<file path="config.mk">
export PLATFORM = sky130hd
export DESIGN_NAME = eth_ipv4_l4_header_parser_top
export DESIGN_NICKNAME = d
export VERILOG_FILES = /design/src/hdl/ehp_pkg.sv /design/src/hdl/eth_ipv4_l4_header_parser_top.sv
export SDC_FILE = /design/constraint.sdc
export NUM_CORES = 1
export LEC_CHECK = 0
export ABC_AREA = 1
export BUFFER_PORTS_ARGS = -buffer_cell sky130_fd_sc_hd__buf_2
export CORE_AREA = 2 2 229 231
export CTS_BUF_LIST = sky130_fd_sc_hd__clkbuf_16
export DETAILED_ROUTE_END_ITERATION = 7
export DIE_AREA = 0 0 231 233
export PLACE_DENSITY = 0.69
export SLEW_MARGIN = 20
export SYNTH_ARGS = -nofsm -noshare
export SYNTH_HDL_FRONTEND = slang
export SYNTH_SLANG_ARGS = --single-unit
</file>
<file path="constraint.sdc">
create_clock -name clock -period 25.7 [get_ports clock]
set_input_delay 5.14 -clock clock [delete_from_list [all_inputs] [get_ports clock]]
set_output_delay 5.14 -clock clock [all_outputs]
set_load 0.02 [all_outputs]
</file>
<file path="src/hdl/ehp_pkg.sv">
// Package for the Ethernet/IPv4/L4 header parser.
// Holds frame offsets, protocol codes, status codes and the capture limit.
// No dependencies.
package ehp_pkg;

   // Captured byte count saturates here
   localparam logic [15:0] MAX_CAPTURE_BYTES = 16'd65535;

   // Frame byte offsets (IPv4 header without options)
   localparam logic [15:0] DEST_MAC_END   = 16'd6;
   localparam logic [15:0] SRC_MAC_END    = 16'd12;
   localparam logic [15:0] FRAG_HI_POS    = 16'd20;
   localparam logic [15:0] FRAG_LO_POS    = 16'd21;
   localparam logic [15:0] TTL_POS        = 16'd22;
   localparam logic [15:0] PROTO_POS      = 16'd23;
   localparam logic [15:0] SRC_ADDR_START = 16'd26;
   localparam logic [15:0] DST_ADDR_START = 16'd30;
   localparam logic [15:0] IP_HDR_END     = 16'd34;
   localparam logic [15:0] L4_WORDS_END   = 16'd38;
   localparam logic [15:0] SMALL_L4_END   = 16'd42;
   localparam logic [15:0] TCP_OFFSET_POS = 16'd46;
   localparam logic [15:0] TCP_FLAGS_POS  = 16'd47;

   // IPv4 protocol numbers
   localparam logic [7:0] PROTO_ICMP = 8'd1;
   localparam logic [7:0] PROTO_TCP  = 8'd6;
   localparam logic [7:0] PROTO_UDP  = 8'd17;

   typedef enum logic [1:0] {
      STATUS_OK        = 2'd0,
      STATUS_L4_SHORT  = 2'd1,
      STATUS_IP_SHORT  = 2'd2
   } status_type;

endpackage

</file>
<file path="src/hdl/eth_ipv4_l4_header_parser_top.sv">
// Top level of the Ethernet/IPv4/L4 header parser.
// Depends on ehp_pkg.
//
// Usage:
//   The req_ channel carries a captured frame one byte per transaction, in
//   wire order; req_last_byte marks the final captured byte. Header fields
//   are latched as their bytes pass. On the last byte one transaction goes
//   out on the rsp_ channel with the status, fragment flag, latched header
//   fields and payload length; every other byte gives no output.
//   Latency: the result is valid in the cycle after the last byte is taken.
//   Throughput: one byte per cycle, set by the single result register; a
//   new byte is taken while a result is being handed over, as long as the
//   result register is empty or drained in the same cycle.
//   When the receiver stalls with a result pending, req_ready drops until
//   rsp_ready returns, so no result is lost.
//   Reset clears the byte counter, all latched fields and the result valid.
//   The byte counter saturates at 65535; longer frames report that length.
module eth_ipv4_l4_header_parser_top (
   input  logic        clock,
   input  logic        reset,
   input  logic        req_valid,
   output logic        req_ready,
   input  logic [7:0]  req_data_byte,
   input  logic        req_last_byte,
   output logic        rsp_valid,
   input  logic        rsp_ready,
   output logic [1:0]  rsp_status,
   output logic        rsp_fragmented,
   output logic [7:0]  rsp_ip_protocol,
   output logic [7:0]  rsp_time_to_live,
   output logic [31:0] rsp_source_address,
   output logic [31:0] rsp_destination_address,
   output logic [15:0] rsp_first_l4_word,
   output logic [15:0] rsp_second_l4_word,
   output logic [7:0]  rsp_tcp_flag_bits,
   output logic [15:0] rsp_payload_length,
   output logic [47:0] rsp_dest_mac,
   output logic [47:0] rsp_src_mac
);

   // Frame state
   logic [15:0] pos_ff, pos_in;
   logic [47:0] dmac_ff, dmac_in;
   logic [47:0] smac_ff, smac_in;
   logic [15:0] frag_ff, frag_in;
   logic [7:0]  ttl_ff, ttl_in;
   logic [7:0]  proto_ff, proto_in;
   logic [31:0] saddr_ff, saddr_in;
   logic [31:0] daddr_ff, daddr_in;
   logic [31:0] l4w_ff, l4w_in;
   logic [3:0]  tcp_off_ff, tcp_off_in;
   logic        tcp_seen_ff, tcp_seen_in;
   logic [7:0]  flags_ff, flags_in;

   // Result register
   logic                 rsp_valid_ff, rsp_valid_in;
   ehp_pkg::status_type  status_ff, status_in;
   logic                 frag_out_ff, frag_out_in;
   logic [15:0]          payload_ff, payload_in;
   logic [7:0]           rproto_ff, rttl_ff, rflags_ff;
   logic [31:0]          rsaddr_ff, rdaddr_ff, rl4w_ff;
   logic [47:0]          rdmac_ff, rsmac_ff;

   logic        accept;
   logic        done;
   logic [15:0] len;
   logic [15:0] tcp_hdr_len;

   assign req_ready = !rsp_valid_ff || rsp_ready;
   assign accept    = req_valid && req_ready;
   assign done      = accept && req_last_byte;

   // Latch the current byte into its header field
   always_comb begin
      pos_in      = pos_ff;
      dmac_in     = dmac_ff;
      smac_in     = smac_ff;
      frag_in     = frag_ff;
      ttl_in      = ttl_ff;
      proto_in    = proto_ff;
      saddr_in    = saddr_ff;
      daddr_in    = daddr_ff;
      l4w_in      = l4w_ff;
      tcp_off_in  = tcp_off_ff;
      tcp_seen_in = tcp_seen_ff;
      flags_in    = flags_ff;
      if (accept) begin
         if (pos_ff < ehp_pkg::DEST_MAC_END) begin
            dmac_in = {dmac_ff[39:0], req_data_byte};
         end else if (pos_ff < ehp_pkg::SRC_MAC_END) begin
            smac_in = {smac_ff[39:0], req_data_byte};
         end else if (pos_ff == ehp_pkg::FRAG_HI_POS || pos_ff == ehp_pkg::FRAG_LO_POS) begin
            frag_in = {frag_ff[7:0], req_data_byte};
         end else if (pos_ff == ehp_pkg::TTL_POS) begin
            ttl_in = req_data_byte;
         end else if (pos_ff == ehp_pkg::PROTO_POS) begin
            proto_in = req_data_byte;
         end else if (pos_ff >= ehp_pkg::SRC_ADDR_START && pos_ff < ehp_pkg::DST_ADDR_START) begin
            saddr_in = {saddr_ff[23:0], req_data_byte};
         end else if (pos_ff >= ehp_pkg::DST_ADDR_START && pos_ff < ehp_pkg::IP_HDR_END) begin
            daddr_in = {daddr_ff[23:0], req_data_byte};
         end else if (pos_ff >= ehp_pkg::IP_HDR_END && pos_ff < ehp_pkg::L4_WORDS_END) begin
            l4w_in = {l4w_ff[23:0], req_data_byte};
         end else if (pos_ff == ehp_pkg::TCP_OFFSET_POS) begin
            tcp_off_in  = req_data_byte[7:4];
            tcp_seen_in = 1'b1;
         end else if (pos_ff == ehp_pkg::TCP_FLAGS_POS) begin
            flags_in = req_data_byte;
         end
         if (pos_ff < ehp_pkg::MAX_CAPTURE_BYTES) begin
            pos_in = pos_ff + 16'd1;
         end
      end
   end

   // Status and payload length from the updated frame state
   assign len         = pos_in;
   assign tcp_hdr_len = ehp_pkg::IP_HDR_END + {10'd0, tcp_off_in, 2'b00};
   assign frag_out_in = (frag_in[13:0] != 14'd0);

   always_comb begin
      status_in  = ehp_pkg::STATUS_OK;
      payload_in = 16'd0;
      if (len < ehp_pkg::IP_HDR_END) begin
         status_in = ehp_pkg::STATUS_IP_SHORT;
      end else if (frag_out_in) begin
         payload_in = len - ehp_pkg::IP_HDR_END;
      end else begin
         case (proto_in) inside
            ehp_pkg::PROTO_ICMP, ehp_pkg::PROTO_UDP: begin
               if (len < ehp_pkg::SMALL_L4_END) begin
                  status_in = ehp_pkg::STATUS_L4_SHORT;
               end else begin
                  payload_in = len - ehp_pkg::SMALL_L4_END;
               end
            end
            ehp_pkg::PROTO_TCP: begin
               if (!tcp_seen_in || tcp_hdr_len > len) begin
                  status_in = ehp_pkg::STATUS_L4_SHORT;
               end else begin
                  payload_in = len - tcp_hdr_len;
               end
            end
            default: begin
               payload_in = len - ehp_pkg::IP_HDR_END;
            end
         endcase
      end
   end

   assign rsp_valid_in = done || (rsp_valid_ff && !rsp_ready);

   // Frame state: clear after the last byte so the next byte starts a frame
   always_ff @(posedge clock) begin
      if (reset || done) begin
         pos_ff      <= '0;
         dmac_ff     <= '0;
         smac_ff     <= '0;
         frag_ff     <= '0;
         ttl_ff      <= '0;
         proto_ff    <= '0;
         saddr_ff    <= '0;
         daddr_ff    <= '0;
         l4w_ff      <= '0;
         tcp_off_ff  <= '0;
         tcp_seen_ff <= 1'b0;
         flags_ff    <= '0;
      end else begin
         pos_ff      <= pos_in;
         dmac_ff     <= dmac_in;
         smac_ff     <= smac_in;
         frag_ff     <= frag_in;
         ttl_ff      <= ttl_in;
         proto_ff    <= proto_in;
         saddr_ff    <= saddr_in;
         daddr_ff    <= daddr_in;
         l4w_ff      <= l4w_in;
         tcp_off_ff  <= tcp_off_in;
         tcp_seen_ff <= tcp_seen_in;
         flags_ff    <= flags_in;
      end
   end

   always_ff @(posedge clock) begin
      if (reset) begin
         rsp_valid_ff <= 1'b0;
      end else begin
         rsp_valid_ff <= rsp_valid_in;
      end
   end

   // Load the result on the last byte; hold it otherwise
   always_ff @(posedge clock) begin
      if (done) begin
         status_ff   <= status_in;
         frag_out_ff <= frag_out_in;
         payload_ff  <= payload_in;
         rproto_ff   <= proto_in;
         rttl_ff     <= ttl_in;
         rsaddr_ff   <= saddr_in;
         rdaddr_ff   <= daddr_in;
         rl4w_ff     <= l4w_in;
         rflags_ff   <= flags_in;
         rdmac_ff    <= dmac_in;
         rsmac_ff    <= smac_in;
      end
   end

   assign rsp_valid               = rsp_valid_ff;
   assign rsp_status              = status_ff;
   assign rsp_fragmented          = frag_out_ff;
   assign rsp_ip_protocol         = rproto_ff;
   assign rsp_time_to_live        = rttl_ff;
   assign rsp_source_address      = rsaddr_ff;
   assign rsp_destination_address = rdaddr_ff;
   assign rsp_first_l4_word       = rl4w_ff[31:16];
   assign rsp_second_l4_word      = rl4w_ff[15:0];
   assign rsp_tcp_flag_bits       = rflags_ff;
   assign rsp_payload_length      = payload_ff;
   assign rsp_dest_mac            = rdmac_ff;
   assign rsp_src_mac             = rsmac_ff;

endmodule
</file>
==> out/results.txt <==
cell with the most instances after synthesis = inv_1
Placer Congestion = 0.8381
leading area contributor after synthesis = edfxtp_1
Worst setup SP type = input port
Worst Skew = 0.02540 ns
CP Data Required Time = 20.56 ns
initial cell density of the core = 39.85%
Post-synth ARST share = 0%
core area = 51,090 µm²
sequential cell area = 12,100 µm²
vias per cell = 4.815
Tmin final = 10.67 ns
row count = 83
Max-Cap Viols = 0
initial antenna violation count = 0
Max Clk Rate = 0.09375 GHz
vias = 15.01k
EDFF count, synth = 235
clock-pin transition on the worst setup and hold timing paths = 0.06 ns
Fill cells = 4,794
Sequential Power Share = 47.6%
commonest cells in the netlist = 409 x inv_1, 301 x nand2_1, 252 x dfxtp_1
clk_lat worst skew = 0.59 ns
crit path max fanout = 3
gr usage total = 17.76%
Sw Ratio = 25.81%
remaining global-route overflow = 0
hold path endpoint = l4w_ff[28]
RSZ-0062 raised after global routing = false
flops & latches, synth = 487
layout cells sized above 1 = 18.34%
# diodes = 0
Final Hold Vio Count = 0
Cell Pwr Density = 76.56 nW/µm²
Final nets = 2,416
CTS Hold Buffers Added = 0
first-pass GRT wire length = 76.10 mm
PostCTS Resize Cnt = 0
Synth Warn # = 0
post-synthesis area per instance = 9.341 µm²
initial DRC count = 1,083
Critical Path AT = 5.53 ns
clk buf depth = 3
TNS Setup = 0 ns
ys flop type = dfxtp_1
Die Footprint = 53,820 µm²
r2r worst-path depth = 20
sequential fraction of the synthesis area = 59.43%
relative slew slack = 33.62%
Net Count, Synth = 2,202
pin count of the biggest net entering global routing = 105
Max IR drop VDD = 0.04647 mV
vias in the first global route = 14.35k
crit end category = output pin
synth-to-layout area growth = 17.40%
hold crit path type = register to register
# setup viols final = 0
Yosys cell types = 46
# Post-CTS Setup Buffers = 0
clock buffer count from CTS = 52
worst reg2reg startpoint = rsp_valid
Setup CP Type = input port to output pin
CTS tree = done
Synth Cell Area = 20,360 µm²
PortBufs = 249
total power draw = 1.830 mW
DRC = 0
dpl hpwl = 32.24 mm
die height = 233 µm
final max-slew violation count = 0
Synth top area share = 34.65%
cell depth of the worst hold path = 2
Critical R2R Capture = rsp_payload_length[14]
CTS H-tree lvls = 2
I/O pin count = 250
r2r setup slk = 21.58 ns
Synth Instances = 2,180
CTS sink cnt = 487
Comb pwr share = 11.3%
Placed Area = 22,180 µm²
DRT antenna net count = 0
Final Cell Area = 23,910 µm²
Least-Margin Pin Slew = 0.9957 ns
outcome = completed
crit share post-route = 41.50%
WL final = 48.69 mm
P_leak = 10.33 nW
Area contributors post-synth = edfxtp_1 35%, dfxtp_1 25%, inv_1 7.5%
area occupied by multi-input gates = 6289 µm²
Setup crit start = rsp_ready
hold_sp = l4w_ff[28]
Placed Cells = 3,020
Internal = 1.358 mW
Post-Layout Cell Count = 3,117
Psw = 472.4 µW
Clock power frac = 41.1%
fin util = 46.79%
width of the die = 231 µm
DR WL/cell = 15.62 µm
Pre-antenna DRT Iters = 5
Root Driver = clkbuf_16
kinds of logic (layout without fill, tap and decap cells):
family,after synthesis,count (layout),synth area share (%)
flops,487,487,59.43
xor+xnor,34,34,1.499
simple gates,643,643,14.12
buf+inv,528,785,10.02
compound gates,479,479,14.35
fa+ha+maj,9,9,0.5899
worst max-delay path: stages:
cell and delay, ns:
buf_2 0.10, inv_1 0.05, nand2_1 0.07, buf_2 0.17
power by group through the flow:
stage | Sequential [mW] | Combinational [mW] | Clock [mW]
floorplan | 0.916 | 0.122 | 0
global placement | 0.887 | 0.204 | 0
detailed placement | 0.888 | 0.206 | 0
CTS | 0.871 | 0.208 | 0.773
global route | 0.874 | 0.232 | 0.804
finish | 0.871 | 0.208 | 0.752
area by class of cell:
cell class	count	share of cell area (%)
Sequential cell	487	50.62
Multi-Input combinational cell	1165	26.30
Inverter	427	6.704
Clock buffer	54	5.652
Timing Repair Buffer	261	5.590
Tap cell	680	3.559
Clock inverter	43	1.570
layer usage:
layer / vias up / routed length [µm] / track usage (%)
met3: 68 / 2514 / 3.162
li1: 7581 / - / -
met4: 0 / 1120 / 5.101
met1: 6991 / 21680 / 23.62
met2: 367 / 23370 / 29.65
met5: - / 0 / 0
state kept, by name, summed over array words and instances, names as in the netlist, 8 cells and up:
name and flops:
rsp_payload_length 16, rsp_tcp_flag_bits 8, proto_ff 8, rsp_source_address 32, daddr_ff 32, rsp_destination_address 32
ttl_ff 8, l4w_ff 32, rsp_time_to_live 8, rsp_dest_mac 48, rl4w_ff 32, saddr_ff 32
flags_ff 8, rsp_ip_protocol 8, rsp_src_mac 48, dmac_ff 48, frag_ff 14, pos_ff 16
smac_ff 48
cells in the final DEF (no fill, tap or decap), drive strengths merged:
| cell type | count |
|---|---|
| xnor2 | 6 |
| clkbuf | 54 |
| inv | 436 |
| nor3b | 2 |
| nor4 | 1 |
| fa | 1 |
| dfxtp | 252 |
| xor2 | 28 |
| a21oi | 212 |
| nor2 | 205 |
| or2 | 30 |
| a31oi | 3 |
| nand4 | 9 |
| edfxtp | 235 |
| buf | 261 |
| and2 | 1 |
| a211oi | 192 |
| nand2 | 321 |
| clkinv | 26 |
| nand3b | 3 |
| o21bai | 1 |
| ha | 8 |
| clkinvlp | 2 |
| nand3 | 64 |
| nor3 | 6 |
| o2111ai | 1 |
| and3 | 1 |
| o21a | 3 |
| bufinv | 6 |
| o21ai | 67 |
worst max path at each step:
stage | slack [ns] | to
floorplan | 9.45 | rl4w_ff[0]
global placement | 15.02 | req_ready
detailed placement | 15.03 | req_ready
CTS | 15.02 | req_ready
global route | 14.99 | req_ready
finish | 15.03 | req_ready
metrics by stage:
stage	setup WS (ns)	hold WS (ns)
5_1_grt	14.99	0.4920
2_1_floorplan	9.449	0.4437
4_1_cts	15.02	0.4684
6_report	15.03	0.4693
3_3_place_gp	15.02	0.4537
3_5_place_dp	15.03	0.4568
(Power assumes the default switching activity.)
